**src/rtl/pwmc16r_pkg.sv**
```systemverilog
// Package of the PWM controller: sizes, register map, reset values and codes.
// No dependencies; used by the interfaces, the top level and the checker.
package pwmc16r_pkg;

   // Sizes
   localparam int NUM_CHANNELS = 16;
   localparam int COUNT_BITS   = 12;
   localparam int CH_IDX_BITS  = (NUM_CHANNELS > 1) ? $clog2(NUM_CHANNELS) : 1;
   localparam int PWM_BITS     = 16;
   localparam int HI_BITS      = 5;

   // Register map
   localparam logic [7:0] MODE_ONE_ADDR  = 8'h00;
   localparam logic [7:0] MODE_TWO_ADDR  = 8'h01;
   localparam logic [7:0] SUB_ADDR_FIRST = 8'h02;
   localparam logic [7:0] SUB_ADDR_LAST  = 8'h05;
   localparam logic [7:0] CH_BASE        = 8'h06;
   localparam logic [7:0] CH_END         = 8'(6 + 4 * NUM_CHANNELS);
   localparam logic [7:0] ALL_BASE       = 8'hFA;
   localparam logic [7:0] ALL_LAST       = 8'hFD;
   localparam logic [7:0] PRESCALE_ADDR  = 8'hFE;

   // Bit positions
   localparam int SLEEP_BIT  = 4;
   localparam int INVERT_BIT = 4;
   localparam int FULL_BIT   = 4;

   localparam logic [7:0] MIN_PRESCALE = 8'd3;

   // Reset values
   localparam logic [7:0]         MODE_ONE_RESET = 8'h11;
   localparam logic [HI_BITS-1:0] MODE_TWO_RESET = 5'h04;
   localparam logic [7:0]         PRESCALE_RESET = 8'd30;
   localparam logic [HI_BITS-1:0] OFF_HI_RESET   = 5'h10;
   localparam logic [3:0][7:0]    SUB_ADDR_RESET = {8'hE0, 8'hE8, 8'hE4, 8'hE2};

   typedef enum logic [1:0] {
      FUNC_TICK  = 2'd0,
      FUNC_WRITE = 2'd1,
      FUNC_READ  = 2'd2,
      FUNC_NOP   = 2'd3
   } func_type;

   // Byte within a channel's group of four
   typedef enum logic [1:0] {
      BYTE_ON_LO  = 2'd0,
      BYTE_ON_HI  = 2'd1,
      BYTE_OFF_LO = 2'd2,
      BYTE_OFF_HI = 2'd3
   } byte_sel_type;

   typedef logic [COUNT_BITS-1:0]  count_type;
   typedef logic [CH_IDX_BITS-1:0] ch_idx_type;
   typedef logic [HI_BITS-1:0]     hi_byte_type;

endpackage

```
**src/rtl/pwmc16r_req_if.sv**
```systemverilog
// Request channel of the PWM controller: valid/ready plus one bus word.
// Depends on pwmc16r_pkg.
interface pwmc16r_req_if;
   logic                  valid;
   logic                  ready;
   pwmc16r_pkg::func_type func;
   logic [7:0]            reg_addr;
   logic [7:0]            write_data;

   modport source (output valid, output func, output reg_addr, output write_data,
                   input ready);
   modport sink   (input valid, input func, input reg_addr, input write_data,
                   output ready);
endinterface

```
**src/rtl/pwmc16r_rsp_if.sv**
```systemverilog
// Response channel of the PWM controller: valid/ready plus one result word.
// Depends on pwmc16r_pkg.
interface pwmc16r_rsp_if;
   logic                             valid;
   logic                             ready;
   logic [7:0]                       read_data;
   logic [pwmc16r_pkg::PWM_BITS-1:0] pwm_out;
   logic                             period_start;

   modport source (output valid, output read_data, output pwm_out,
                   output period_start, input ready);
   modport sink   (input valid, input read_data, input pwm_out,
                   input period_start, output ready);
endinterface

```
**src/rtl/pwm_controller_16ch_regs_unit.sv**
```systemverilog
// Sixteen-channel PWM generator with a byte register map.
// Depends on pwmc16r_pkg, pwmc16r_req_if and pwmc16r_rsp_if.
//
// Usage:
//   req_chan carries one word per step: a clock tick, a register write or a
//   register read (func, reg_addr, write_data). rsp_chan returns exactly one
//   word per request: the read byte (zero unless a read), the channel levels
//   after the step and a flag for the period counter wrapping to zero.
//   A word accepted at one edge is shown on rsp_chan after that edge.
//   Throughput is one word per cycle while the receiver takes results;
//   the register file, the prescale divider, the period counter and the
//   sixteen compares are all updated in the accepting cycle.
//   The result sits in an output register; req_chan stays ready while that
//   register is empty or being taken in the same cycle, so a stalled
//   receiver holds the result stable and stalls the requester after it.
//   Synchronous reset restores the register map defaults (asleep, all
//   channels fully off, prescale 30), clears the counters and empties the
//   output register. No clearing pass is needed.
module pwm_controller_16ch_regs_unit (
   input  logic                 clock,
   input  logic                 reset,
   pwmc16r_req_if.sink          req_chan,
   pwmc16r_rsp_if.source        rsp_chan
);

   localparam int NCH = pwmc16r_pkg::NUM_CHANNELS;

   // State registers
   logic [7:0]                     mode_one_ff, mode_one_in;
   pwmc16r_pkg::hi_byte_type       mode_two_ff, mode_two_in;
   logic [3:0][7:0]                sub_addr_ff, sub_addr_in;
   logic [7:0]                     on_lo_ff  [NCH];
   logic [7:0]                     on_lo_in  [NCH];
   pwmc16r_pkg::hi_byte_type       on_hi_ff  [NCH];
   pwmc16r_pkg::hi_byte_type       on_hi_in  [NCH];
   logic [7:0]                     off_lo_ff [NCH];
   logic [7:0]                     off_lo_in [NCH];
   pwmc16r_pkg::hi_byte_type       off_hi_ff [NCH];
   pwmc16r_pkg::hi_byte_type       off_hi_in [NCH];
   logic [7:0]                     prescale_ff, prescale_in;
   logic [7:0]                     divider_ff, divider_in;
   pwmc16r_pkg::count_type         period_ff, period_in;

   // Output register
   logic                           rsp_valid_ff;
   logic [7:0]                     read_data_ff, read_data_in;
   logic [pwmc16r_pkg::PWM_BITS-1:0] pwm_out_ff, pwm_out_in;
   logic                           start_ff, start_in;

   // Decode
   logic                           accept;
   logic                           is_ch, is_all, chan_wr;
   logic [7:0]                     ch_off;
   pwmc16r_pkg::ch_idx_type        ch_sel;
   pwmc16r_pkg::byte_sel_type      byte_sel, all_sel, wr_sel;
   logic [7:0]                     wdata;
   logic [NCH-1:0]                 levels;

   assign req_chan.ready = !rsp_valid_ff || rsp_chan.ready;
   assign accept         = req_chan.valid && req_chan.ready;
   assign wdata          = req_chan.write_data;

   // Address decode
   always_comb begin
      is_ch    = (req_chan.reg_addr >= pwmc16r_pkg::CH_BASE) &&
                 (req_chan.reg_addr <  pwmc16r_pkg::CH_END);
      is_all   = (req_chan.reg_addr >= pwmc16r_pkg::ALL_BASE) &&
                 (req_chan.reg_addr <= pwmc16r_pkg::ALL_LAST);
      ch_off   = req_chan.reg_addr - pwmc16r_pkg::CH_BASE;
      ch_sel   = ch_off[2 +: pwmc16r_pkg::CH_IDX_BITS];
      byte_sel = pwmc16r_pkg::byte_sel_type'(ch_off[1:0]);
      all_sel  = pwmc16r_pkg::byte_sel_type'(2'(req_chan.reg_addr - pwmc16r_pkg::ALL_BASE));
      wr_sel   = is_all ? all_sel : byte_sel;
      chan_wr  = accept && (req_chan.func == pwmc16r_pkg::FUNC_WRITE) && (is_ch || is_all);
   end

   // Next state and read data
   always_comb begin
      mode_one_in  = mode_one_ff;
      mode_two_in  = mode_two_ff;
      sub_addr_in  = sub_addr_ff;
      prescale_in  = prescale_ff;
      divider_in   = divider_ff;
      period_in    = period_ff;
      read_data_in = 8'd0;
      start_in     = 1'b0;

      if (accept) begin
         unique case (req_chan.func)
            pwmc16r_pkg::FUNC_TICK: begin
               // Counters hold while asleep
               if (!mode_one_ff[pwmc16r_pkg::SLEEP_BIT]) begin
                  if (divider_ff >= prescale_ff) begin
                     divider_in = 8'd0;
                     period_in  = period_ff + 1'b1;
                     start_in   = (period_in == '0);
                  end else begin
                     divider_in = divider_ff + 8'd1;
                  end
               end
            end
            pwmc16r_pkg::FUNC_WRITE: begin
               priority if (req_chan.reg_addr == pwmc16r_pkg::MODE_ONE_ADDR) begin
                  mode_one_in = wdata;
               end else if (req_chan.reg_addr == pwmc16r_pkg::MODE_TWO_ADDR) begin
                  mode_two_in = wdata[pwmc16r_pkg::HI_BITS-1:0];
               end else if (req_chan.reg_addr >= pwmc16r_pkg::SUB_ADDR_FIRST &&
                            req_chan.reg_addr <= pwmc16r_pkg::SUB_ADDR_LAST) begin
                  sub_addr_in[2'(req_chan.reg_addr - pwmc16r_pkg::SUB_ADDR_FIRST)] = wdata;
               end else if (req_chan.reg_addr == pwmc16r_pkg::PRESCALE_ADDR) begin
                  // Prescale only takes while asleep; clamp small values
                  if (mode_one_ff[pwmc16r_pkg::SLEEP_BIT]) begin
                     prescale_in = (wdata < pwmc16r_pkg::MIN_PRESCALE) ?
                                   pwmc16r_pkg::MIN_PRESCALE : wdata;
                  end
               end else begin
                  // channel and broadcast bytes handled below; rest ignored
               end
            end
            pwmc16r_pkg::FUNC_READ: begin
               priority if (req_chan.reg_addr == pwmc16r_pkg::MODE_ONE_ADDR) begin
                  read_data_in = mode_one_ff;
               end else if (req_chan.reg_addr == pwmc16r_pkg::MODE_TWO_ADDR) begin
                  read_data_in = {3'b000, mode_two_ff};
               end else if (req_chan.reg_addr >= pwmc16r_pkg::SUB_ADDR_FIRST &&
                            req_chan.reg_addr <= pwmc16r_pkg::SUB_ADDR_LAST) begin
                  read_data_in = sub_addr_ff[2'(req_chan.reg_addr - pwmc16r_pkg::SUB_ADDR_FIRST)];
               end else if (is_ch) begin
                  unique case (byte_sel)
                     pwmc16r_pkg::BYTE_ON_LO:  read_data_in = on_lo_ff[ch_sel];
                     pwmc16r_pkg::BYTE_ON_HI:  read_data_in = {3'b000, on_hi_ff[ch_sel]};
                     pwmc16r_pkg::BYTE_OFF_LO: read_data_in = off_lo_ff[ch_sel];
                     pwmc16r_pkg::BYTE_OFF_HI: read_data_in = {3'b000, off_hi_ff[ch_sel]};
                     default:                  read_data_in = 8'd0;
                  endcase
               end else if (req_chan.reg_addr == pwmc16r_pkg::PRESCALE_ADDR) begin
                  read_data_in = prescale_ff;
               end else begin
                  read_data_in = 8'd0;
               end
            end
            pwmc16r_pkg::FUNC_NOP: begin
            end
            default: begin
            end
         endcase
      end
   end

   // Channel byte writes, single channel or broadcast
   always_comb begin
      for (int ch = 0; ch < NCH; ch++) begin
         on_lo_in[ch]  = on_lo_ff[ch];
         on_hi_in[ch]  = on_hi_ff[ch];
         off_lo_in[ch] = off_lo_ff[ch];
         off_hi_in[ch] = off_hi_ff[ch];
         if (chan_wr && (is_all || ch_sel == pwmc16r_pkg::ch_idx_type'(ch))) begin
            unique case (wr_sel)
               pwmc16r_pkg::BYTE_ON_LO:  on_lo_in[ch]  = wdata;
               pwmc16r_pkg::BYTE_ON_HI:  on_hi_in[ch]  = wdata[pwmc16r_pkg::HI_BITS-1:0];
               pwmc16r_pkg::BYTE_OFF_LO: off_lo_in[ch] = wdata;
               pwmc16r_pkg::BYTE_OFF_HI: off_hi_in[ch] = wdata[pwmc16r_pkg::HI_BITS-1:0];
               default: begin
               end
            endcase
         end
      end
   end

   // Channel levels from the post-step state
   always_comb begin
      pwmc16r_pkg::count_type on_c;
      pwmc16r_pkg::count_type off_c;
      logic                   normal;
      on_c   = '0;
      off_c  = '0;
      normal = 1'b0;
      for (int ch = 0; ch < NCH; ch++) begin
         on_c  = pwmc16r_pkg::count_type'({on_hi_in[ch][3:0], on_lo_in[ch]});
         off_c = pwmc16r_pkg::count_type'({off_hi_in[ch][3:0], off_lo_in[ch]});
         if (on_c < off_c) begin
            normal = (period_in >= on_c) && (period_in < off_c);
         end else if (on_c > off_c) begin
            normal = (period_in >= on_c) || (period_in < off_c);
         end else begin
            normal = 1'b0;
         end
         levels[ch] = !mode_one_in[pwmc16r_pkg::SLEEP_BIT] &&
                      !off_hi_in[ch][pwmc16r_pkg::FULL_BIT] &&
                      (on_hi_in[ch][pwmc16r_pkg::FULL_BIT] || normal);
      end
      pwm_out_in = pwmc16r_pkg::PWM_BITS'(levels ^ {NCH{mode_two_in[pwmc16r_pkg::INVERT_BIT]}});
   end

   // State update
   always_ff @(posedge clock) begin
      if (reset) begin
         mode_one_ff <= pwmc16r_pkg::MODE_ONE_RESET;
         mode_two_ff <= pwmc16r_pkg::MODE_TWO_RESET;
         sub_addr_ff <= pwmc16r_pkg::SUB_ADDR_RESET;
         prescale_ff <= pwmc16r_pkg::PRESCALE_RESET;
         divider_ff  <= 8'd0;
         period_ff   <= '0;
         for (int ch = 0; ch < NCH; ch++) begin
            on_lo_ff[ch]  <= 8'd0;
            on_hi_ff[ch]  <= '0;
            off_lo_ff[ch] <= 8'd0;
            off_hi_ff[ch] <= pwmc16r_pkg::OFF_HI_RESET;
         end
      end else begin
         mode_one_ff <= mode_one_in;
         mode_two_ff <= mode_two_in;
         sub_addr_ff <= sub_addr_in;
         prescale_ff <= prescale_in;
         divider_ff  <= divider_in;
         period_ff   <= period_in;
         for (int ch = 0; ch < NCH; ch++) begin
            on_lo_ff[ch]  <= on_lo_in[ch];
            on_hi_ff[ch]  <= on_hi_in[ch];
            off_lo_ff[ch] <= off_lo_in[ch];
            off_hi_ff[ch] <= off_hi_in[ch];
         end
      end
   end

   // Output register
   always_ff @(posedge clock) begin
      if (reset) begin
         rsp_valid_ff <= 1'b0;
      end else if (accept) begin
         rsp_valid_ff <= 1'b1;
      end else if (rsp_chan.ready) begin
         rsp_valid_ff <= 1'b0;
      end
   end

   always_ff @(posedge clock) begin
      if (accept) begin
         read_data_ff <= read_data_in;
         pwm_out_ff   <= pwm_out_in;
         start_ff     <= start_in;
      end
   end

   assign rsp_chan.valid        = rsp_valid_ff;
   assign rsp_chan.read_data    = read_data_ff;
   assign rsp_chan.pwm_out      = pwm_out_ff;
   assign rsp_chan.period_start = start_ff;

endmodule

```
**src/flat_wrapper.sv**
```systemverilog
// flat-port wrapper written by rule: the top's interface ports become plain ports
module pwm_controller_16ch_regs_unit_flat 
  (clock, reset, req_chan_valid, req_chan_func, req_chan_reg_addr, req_chan_write_data, req_chan_ready, rsp_chan_valid, rsp_chan_read_data, rsp_chan_pwm_out, rsp_chan_period_start, rsp_chan_ready);
  pwmc16r_req_if req_chan_i ();
  pwmc16r_rsp_if rsp_chan_i ();
  input  logic clock;
  input  logic reset;
  input wire logic [$bits(req_chan_i.valid)-1:0] req_chan_valid;
  input wire logic [$bits(req_chan_i.func)-1:0] req_chan_func;
  input wire logic [$bits(req_chan_i.reg_addr)-1:0] req_chan_reg_addr;
  input wire logic [$bits(req_chan_i.write_data)-1:0] req_chan_write_data;
  output wire logic [$bits(req_chan_i.ready)-1:0] req_chan_ready;
  output wire logic [$bits(rsp_chan_i.valid)-1:0] rsp_chan_valid;
  output wire logic [$bits(rsp_chan_i.read_data)-1:0] rsp_chan_read_data;
  output wire logic [$bits(rsp_chan_i.pwm_out)-1:0] rsp_chan_pwm_out;
  output wire logic [$bits(rsp_chan_i.period_start)-1:0] rsp_chan_period_start;
  input wire logic [$bits(rsp_chan_i.ready)-1:0] rsp_chan_ready;
  assign req_chan_i.valid = req_chan_valid;
  assign req_chan_i.func = req_chan_func;
  assign req_chan_i.reg_addr = req_chan_reg_addr;
  assign req_chan_i.write_data = req_chan_write_data;
  assign req_chan_ready = req_chan_i.ready;
  assign rsp_chan_valid = rsp_chan_i.valid;
  assign rsp_chan_read_data = rsp_chan_i.read_data;
  assign rsp_chan_pwm_out = rsp_chan_i.pwm_out;
  assign rsp_chan_period_start = rsp_chan_i.period_start;
  assign rsp_chan_i.ready = rsp_chan_ready;
  pwm_controller_16ch_regs_unit u_core (.clock(clock), .reset(reset), .req_chan(req_chan_i), .rsp_chan(rsp_chan_i));
endmodule
```
**config.mk**
```make
export PLATFORM = sky130hd
export DESIGN_NAME = pwm_controller_16ch_regs_unit_flat
export DESIGN_NICKNAME = d
export VERILOG_FILES = /design/src/rtl/pwmc16r_pkg.sv /design/src/rtl/pwmc16r_req_if.sv /design/src/rtl/pwmc16r_rsp_if.sv /design/src/rtl/pwm_controller_16ch_regs_unit.sv /design/src/flat_wrapper.sv
export SDC_FILE = /design/constraint.sdc
export NUM_CORES = 2
export LEC_CHECK = 0
export BUFFER_PORTS_ARGS = -buffer_cell sky130_fd_sc_hd__buf_4
export CAP_MARGIN = 20
export CORE_AREA = 5 5 256 233
export CTS_BUF_LIST = sky130_fd_sc_hd__clkbuf_16
export CTS_CLUSTER_DIAMETER = 150
export CTS_CLUSTER_SIZE = 28
export DETAILED_ROUTE_END_ITERATION = 12
export DIE_AREA = 0 0 261 238
export GPL_TIMING_DRIVEN = 0
export PLACE_DENSITY_LB_ADDON = 0.1
export SKIP_CTS_REPAIR_TIMING = 1
export SYNTH_ARGS = -nofsm -noshare
export SYNTH_HDL_FRONTEND = slang
export SYNTH_SLANG_ARGS = --single-unit
```
**constraint.sdc**
```tcl
create_clock -name clock -period 10.4 [get_ports clock]
set_input_delay 1.56 -clock clock [delete_from_list [all_inputs] [get_ports clock]]
set_output_delay 1.56 -clock clock [all_outputs]
set_load 0.005 [all_outputs]
```
Yosys cells after proc, flatten, opt, wreduce, memory -nomap -nowiden. Memories as Yosys holds them, arrays and structs flattened. Cells that the tools add are included.

Reduce and logical (&&, ||, !) cells: 152. $mul: 0. Order comparisons: 74. Shifts and indexed selects: 0. Add/subtract/negate cells: 5. Multiplexer cells: 254. Equality and inequality tests: 25. Divide/modulo/power cells: 0. Bitwise gates (word level): 71.

Operators with widths (number): 2-to-1 mux 8 bit (105); 2-to-1 mux 5 bit (103); < comparator 12 bit (32); >= comparator 12 bit (16); > comparator 12 bit (16); logical AND 1 bit (71); OR 1 bit (64); logical OR 1 bit (50); 2-to-1 mux 12 bit (4); 2-to-1 mux 1 bit (37); bitwise mux 32 bit (1); == test 4 bit (second input constant) (8); one-hot mux 8 bit (4 select lines) (1); logical NOT 1 bit (18); binary-select mux 8 bit (select 2 bit) (1); demux 8 bit (select 2 bit) (1); == test 4 x 3 -> 1 bit (second input constant) (4); bitwise XOR 16 bit (1); adder 12 x 1 -> 12 bit (second input constant) (1); logical NOT 12 bit (1); == test 2 bit (second input constant) (5); adder 8 x 1 -> 8 bit (second input constant) (1); == test 4 x 2 -> 1 bit (second input constant) (2); == test 8 x 1 -> 1 bit (second input constant) (1); 26 further kinds (37).

Latch bits: 0. RAM bits: 416. Memory bits (read-only): 0. Memories kept: 4. Word-level logic and storage cells: 600. Input port bits: 22. Register bits: 99. Output and inout port bits: 27.

Memory list: u_core.off_lo_ff (words 16, bits a word 8, read ports 17, clocked after memory_dff 0, wr ports 16, line pwm_controller_16ch_regs_unit.sv:36) `logic [7:0] off_lo_ff [NCH];`; u_core.on_lo_ff (words 16, bits a word 8, read ports 17, clocked after memory_dff 0, wr ports 16, line pwm_controller_16ch_regs_unit.sv:32) `logic [7:0] on_lo_ff [NCH];`; u_core.off_hi_ff (words 16, bits a word 5, read ports 17, clocked after memory_dff 0, wr ports 16, line pwm_controller_16ch_regs_unit.sv:38) `pwmc16r_pkg::hi_byte_type off_hi_ff [NCH];`; u_core.on_hi_ff (words 16, bits a word 5, read ports 17, clocked after memory_dff 0, wr ports 16, line pwm_controller_16ch_regs_unit.sv:34) `pwmc16r_pkg::hi_byte_type on_hi_ff [NCH];`.

Longest topological paths before layout.
Word-level depth: 14. Mapped depth: 21. Mapped depth without buffers: 20.

Least setup slack after synthesis. OpenSTA, ideal clock, no wires.

Path type: input to register. Start point: input port rsp_chan_ready. End point: register u_core.pwm_out_ff, in the netlist u_core.rsp_chan.pwm_out[10] (data pin). Arrival: 6.245 ns. Setup time: 0.287 ns. Required time: 10.113 ns. Buffers on the path: 1. Stages: 18. Setup slack: 3.868 ns. Path through: nand2b_1 > nand2_1 > nor4_2 > and2_0 > clkbuf_1 > nand4_1 > nor2_1 > xor2_1 > ha_1 > a21o_1 > a21oi_1 > o2111ai_1 > and2_0 > o211ai_1 > nor4_1 > or3_1 > nand3_1 > xor2_1.

Elaborated cells on any way between the ends: 26. Classes of those cells: 4 x order compare; 9 x mux; 1 x bitwise; 12 x reduce/logical.

RTL lines: from (decl) (line flat_wrapper.sv:17) `input wire logic [$bits(rsp_chan_i.ready)-1:0] rsp_chan_ready;`; logical OR 1 bit (*) (line pwm_controller_16ch_regs_unit.sv:59) `assign req_chan.ready = !rsp_valid_ff || rsp_chan.ready;`; logical AND 1 bit (*) (line pwm_controller_16ch_regs_unit.sv:60) `assign accept = req_chan.valid && req_chan.ready;`; 2-to-1 mux 12 bit (*) (line pwm_controller_16ch_regs_unit.sv:88) `if (accept) begin`; net u_core.period_in[5] (line pwm_controller_16ch_regs_unit.sv:42) `pwmc16r_pkg::count_type period_ff, period_in;`; >= comparator 12 bit or < comparator 12 bit (tied branches) (line pwm_controller_16ch_regs_unit.sv:182, pwm_controller_16ch_regs_unit.sv:184); logical OR 1 bit (line pwm_controller_16ch_regs_unit.sv:184) `normal = (period_in >= on_c) || (period_in < off_c);`; 2-to-1 mux 1 bit (line pwm_controller_16ch_regs_unit.sv:183) `end else if (on_c > off_c) begin`; 2-to-1 mux 1 bit (*) (line pwm_controller_16ch_regs_unit.sv:181) `if (on_c < off_c) begin`; logical OR 1 bit (*) (line pwm_controller_16ch_regs_unit.sv:190) `(on_hi_in[ch][pwmc16r_pkg::FULL_BIT] || normal);`; logical AND 1 bit (*) (line pwm_controller_16ch_regs_unit.sv:189) `!off_hi_in[ch][pwmc16r_pkg::FULL_BIT] &&`; bitwise XOR 16 bit (*) (line pwm_controller_16ch_regs_unit.sv:192) `pwm_out_in = pwmc16r_pkg::PWM_BITS'(levels ^ {NCH{mode_two_in[pwmc16r_pkg::INVERT_BIT]}});`; net u_core.pwm_out_in, one bit (line pwm_controller_16ch_regs_unit.sv:47) `logic [pwmc16r_pkg::PWM_BITS-1:0] pwm_out_ff, pwm_out_in;`; to (signal assigned) (line pwm_controller_16ch_regs_unit.sv:240) `pwm_out_ff <= pwm_out_in;`; to (decl) (line pwm_controller_16ch_regs_unit.sv:47).

Mark *: on every way through the listed nets, which the timed path passes. The rest lies on a longest branch. A chain may end at the register's enable or synchronous reset.

Worst setup path in the final report.
Start point: input port req_chan_write_data[0]. End point: register u_core.pwm_out_ff, in the netlist u_core.rsp_chan.pwm_out[0] (data pin).

Word-level cells in the longest chain between the ends: 9. Elaborated cells on any way between the ends: 19. Classes of those cells: 4 x order compare; 10 x mux; 1 x bitwise; 4 x reduce/logical.

RTL lines: from (decl) (line flat_wrapper.sv:11) `input wire logic [$bits(req_chan_i.write_data)-1:0] req_chan_write_data;`; 2-to-1 mux 8 bit or 2-to-1 mux 5 bit (tied branches) (line pwm_controller_16ch_regs_unit.sv:158) `unique case (wr_sel)`; 2-to-1 mux 8 bit or 2-to-1 mux 5 bit (tied branches) (line pwm_controller_16ch_regs_unit.sv:157) `if (chan_wr && (is_all || ch_sel == pwmc16r_pkg::ch_idx_type'(ch))) begin`; >= comparator 12 bit or < comparator 12 bit (tied branches) (line pwm_controller_16ch_regs_unit.sv:182, pwm_controller_16ch_regs_unit.sv:184); logical OR 1 bit (line pwm_controller_16ch_regs_unit.sv:184); 2-to-1 mux 1 bit (line pwm_controller_16ch_regs_unit.sv:183); 2-to-1 mux 1 bit (*) (line pwm_controller_16ch_regs_unit.sv:181); logical OR 1 bit (*) (line pwm_controller_16ch_regs_unit.sv:190); logical AND 1 bit (*) (line pwm_controller_16ch_regs_unit.sv:189); bitwise XOR 16 bit (*) (line pwm_controller_16ch_regs_unit.sv:192); net u_core.pwm_out_in, one bit (line pwm_controller_16ch_regs_unit.sv:47).

Marks and branches as above.

==> results.yml <==
worst_setup_path:
  crit_slowest_cell: "clkbuf_1"
  r2r-end: "u_core.rsp_chan.pwm_out[15]"
  crit_arrival_ps: 7510
  crit_family: "buffers and inverters"
  max_stage_delay_ps: 860
  crit_type: "input port to register"
  rr_startpoint: "u_core.rsp_chan.valid"
  reg2reg_depth: 17
  critical_path_required_ps: 10760
  path_cells: "buf_4 > buf_4 > clkbuf_1 > buf_6 > clkbuf_1 > buf_1 > mux2i_1 > ha_1 > a21o_1 > a21o_1 > a221oi_1 > o21ai_0 > mux2i_1 > o31ai_1 > nand3_1 > xor2_1"
  end_kind: "register"
  r2r_setup_slack_ps: 4320
  critPathBufInv: 6
  worstPathMaxFanout: 10
  start_kind: "input port"
hold_path:
  min_from: "u_core.mode_one_ff[1]"
  hold_depth: 2
  hold_path_end: "u_core.mode_one_ff[1]"
  hp-class: "register to register"
synth:
  synthSimpleGateAreaFrac_pct: 14.1
  synth_seq_cells: 515
  yosysWarningCount: 0
  synth_compound_area_share_pct: 12.9
  post_synth_mux_area_share_pct: 18.9
  syn_area_sq_mm: 0.0365
  synthAdderAreaFrac_pct: 19.6
  synth_cell_type_count: 94
  syn-mean-instance-area_sq_um: 9.42
  synthArstFlopShare_pct: 0
  synthFlopType: "dfxtp_1"
  synth_nets: 4463
  synth_top_family_by_area: "adder cells"
  synthCells: 3869
  synth_seq_area_share_pct: 29.0
  synth_edf_count: 25
  synthXorXnorAreaFrac_pct: 1.03
clock_network:
  cts_tree: "yes"
  clk_pin_slew_ps: 110
  cts_sinks: 515
  cts_buffers: 22
  cts_max_level: 1
  clk_latency_ps: 610
  clockBufferDepth: 3
  clock-root-buffer: "clkbuf_16"
route:
  drcViolationCount: 0
  first_pass_iters: 9
  wl_per_cell_um: 33.0
  drt_iter0_drc: 5234
  num_vias: 34300
  antenna_left: 0
  wirelength_um: 158000
  vias_per_cell: 7.16
cells_and_area:
  final_common_cell: "ha_1"
  finalNetCount: 4603
  most-common-layout-cells: "ha_1 (572), nor2_1 (515), dfxtp_1 (490)"
  drive_gt1_share_pct: 9.13
  fill_cells: 4514
  design_area_sq_mm: 0.0396
  final_util_pct: 70.0
  syn_to_final_growth_pct: 8.66
  multiInputGateArea_sq_mm: 0.0244
  ff_latch_area_sq_mm: 0.0106
outcome:
  status: "complete, no violations"
timing:
  max_freq_ghz: 0.140
  slew_viol_final: 0
  setup_viol: 0
  rsz0062_at_grt: "no"
  period_minus_slack_ps: 7150
  maxSlewHeadroom_pct: 8.01
  worst_slew_pin_slew_ps: 1380
  clock_skew_ps: 21.7
  hold_viol: 0
  fin_crit_sh_pct: 68.7
placement:
  placed_area_sq_mm: 0.0388
  dpl.hpwl_um: 125000
  io_buffer_count: 42
  gp_congestion: 1.11
pwr:
  total_power_mw: 3.57
  p_leak_nw: 18.8
  switching_share_pct: 29.1
  power.internal_mw: 2.53
  seqPwrFrac_pct: 55.9
  clkPwrFrac_pct: 30.9
  p_comb_share_pct: 13.1
  cellPowerDensity_mw_per_mm2: 90.0
  vdd_drop_max_mv: 0.123
  p_switching_mw: 1.04
global_route:
  antenna_found_initial: 9
  grt_max_degree: 30
  gr-total-overflow: 0
  grt_first_pass_wirelength_um: 222000
  gr-usage-all-layers_pct: 49.1
  first_global_vias: 31800
die:
  fp-row-count: 83
  core_sq_mm: 0.0566
  die_area_sq_mm: 0.0621
  ioPinCount: 49
  initial_core_util_pct: 64.4
  die_height_um: 238
  die_x_um: 261
flow_run:
  maxCapViolations: 0
==> power by group through the flow <==
stage / clock network (mW) / registers, mW / logic [mW]
floorplan: 0 / 2.04 / 0.206
global placement: 0 / 2.04 / 0.399
detailed placement: 0 / 2.04 / 0.421
CTS: 1.08 / 1.99 / 0.422
global route: 1.15 / 2.00 / 0.456
finish: 1.10 / 1.99 / 0.468
==> final cells by class <==
| class | instances | share of cell area [%] |
|---|---|---|
| flip-flops and latches | 515 | 26.7 |
| plain buffers | 180 | 1.91 |
| clock inverters | 10 | 0.136 |
| multi-input cells | 2938 | 61.5 |
| repair buffers | 116 | 3.65 |
| inverters | 236 | 2.24 |
| well taps | 765 | 2.42 |
| clock buffers | 23 | 1.45 |
| diodes | 7 | 0.0442 |
==> routing by layer <==
layer | up-vias | track usage [%] | wire length, um
met5 | - | 1.08 | 209
met4 | 18 | 29.4 | 12700
met3 | 718 | 20.0 | 25800
met2 | 2791 | 67.6 | 60700
met1 | 16300 | 64.3 | 58300
li1 | 14500 | - | -
==> synth_stat cells (all sizes together), types with 10 or more instances <==
cell type | n | area share, %
a2111oi | 40 | 1.2
nor2b | 60 | 1.0
xnor2 | 21 | 0.53
a31oi | 16 | 0.27
o21a | 35 | 0.72
a21oi | 162 | 2.2
o21bai | 10 | 0.21
nand4 | 89 | 1.5
nor4 | 20 | 0.36
nor3 | 64 | 0.95
edfxtp | 25 | 2.1
nand2 | 171 | 1.8
o2111ai | 18 | 0.55
nor2 | 528 | 5.5
o211ai | 39 | 0.82
mux4 | 112 | 6.9
a211oi | 36 | 0.74
mux2i | 426 | 12
and3 | 17 | 0.30
or3 | 12 | 0.22
buf | 49 | 0.72
a211o | 26 | 0.63
dfxtp | 490 | 27
a22oi | 13 | 0.27
clkbuf | 131 | 1.3
xor2 | 20 | 0.50
nand3 | 51 | 0.71
inv | 236 | 2.4
o21ai | 113 | 1.6
nand2b | 51 | 0.88
o22ai | 47 | 0.82
a21o | 53 | 1.1
and2 | 10 | 0.17
ha | 572 | 20
==> sequential cells by signal, summed over array words and instances, names as in the netlist <==
| name | flops |
|---|---|
| u_core.mode_one_ff | 8 |
| u_core.rsp_chan.pwm_out | 16 |
| u_core.off_hi_ff | 80 |
| u_core.off_lo_ff | 128 |
| u_core.prescale_ff | 8 |
| u_core.rsp_chan.period_start | 1 |
| u_core.on_hi_ff | 80 |
| u_core.period_ff | 12 |
| u_core.rsp_chan.valid | 1 |
| u_core.divider_ff | 8 |
| u_core.rsp_chan.read_data | 8 |
| u_core.on_lo_ff | 128 |
| u_core.mode_two_ff | 5 |
| u_core.sub_addr_ff | 32 |
==> worst max path at each step <==
stage | startpoint | endpoint | cells past startpoint
floorplan | rsp_chan_ready | u_core.rsp_chan.pwm_out[10] | 18
CTS | req_chan_reg_addr[1] | u_core.rsp_chan.pwm_out[12] | 21
detailed placement | req_chan_reg_addr[1] | u_core.rsp_chan.pwm_out[12] | 21
global placement | rsp_chan_ready | u_core.rsp_chan.pwm_out[0] | 18
finish | req_chan_write_data[0] | u_core.rsp_chan.pwm_out[0] | 16
global route | req_chan_reg_addr[1] | u_core.rsp_chan.pwm_out[12] | 20
==> cells by family (layout without fill, tap and decap cells) <==
logic type,after synthesis,after routing
and+or+nand+nor,1100,1100
AOI/OAI and AO/OA,678,678
adders and majority gates,572,572
muxes,547,547
DFF,515,515
buffers and inverters,416,565
xor gates and xnor gates,41,41
other,0,7
==> worst register-to-register path: stages (launching register included) <==
cell	delay (ps)
dfxtp_1	330
nand2b_1	130
nand2_1	140
nor3b_2	750
nand3_1	840
nor2_1	860
mux2i_1	830
inv_1	130
ha_1	340
nand3_1	120
nor3_1	210
nand2_1	130
a21o_1	170
o211ai_1	130
mux2i_1	220
and3_1	190
o211ai_1	100
xor2_1	200
==> through the flow <==
stage | hold slack, ps | instances | worst slack, ps | setup TNS, ps
after floorplan | 433 | 3869 | 3870 | 0
after global placement | 439 | 4676 | -94.8 | -94.8
after detailed placement | 450 | 4738 | 2990 | 0
after CTS | 465 | 4771 | 3580 | 0
after global routing | 483 | 4784 | 3090 | 0
final | 466 | 4790 | 3250 | 0
Note: power is estimated with default switching activity, not from simulation.
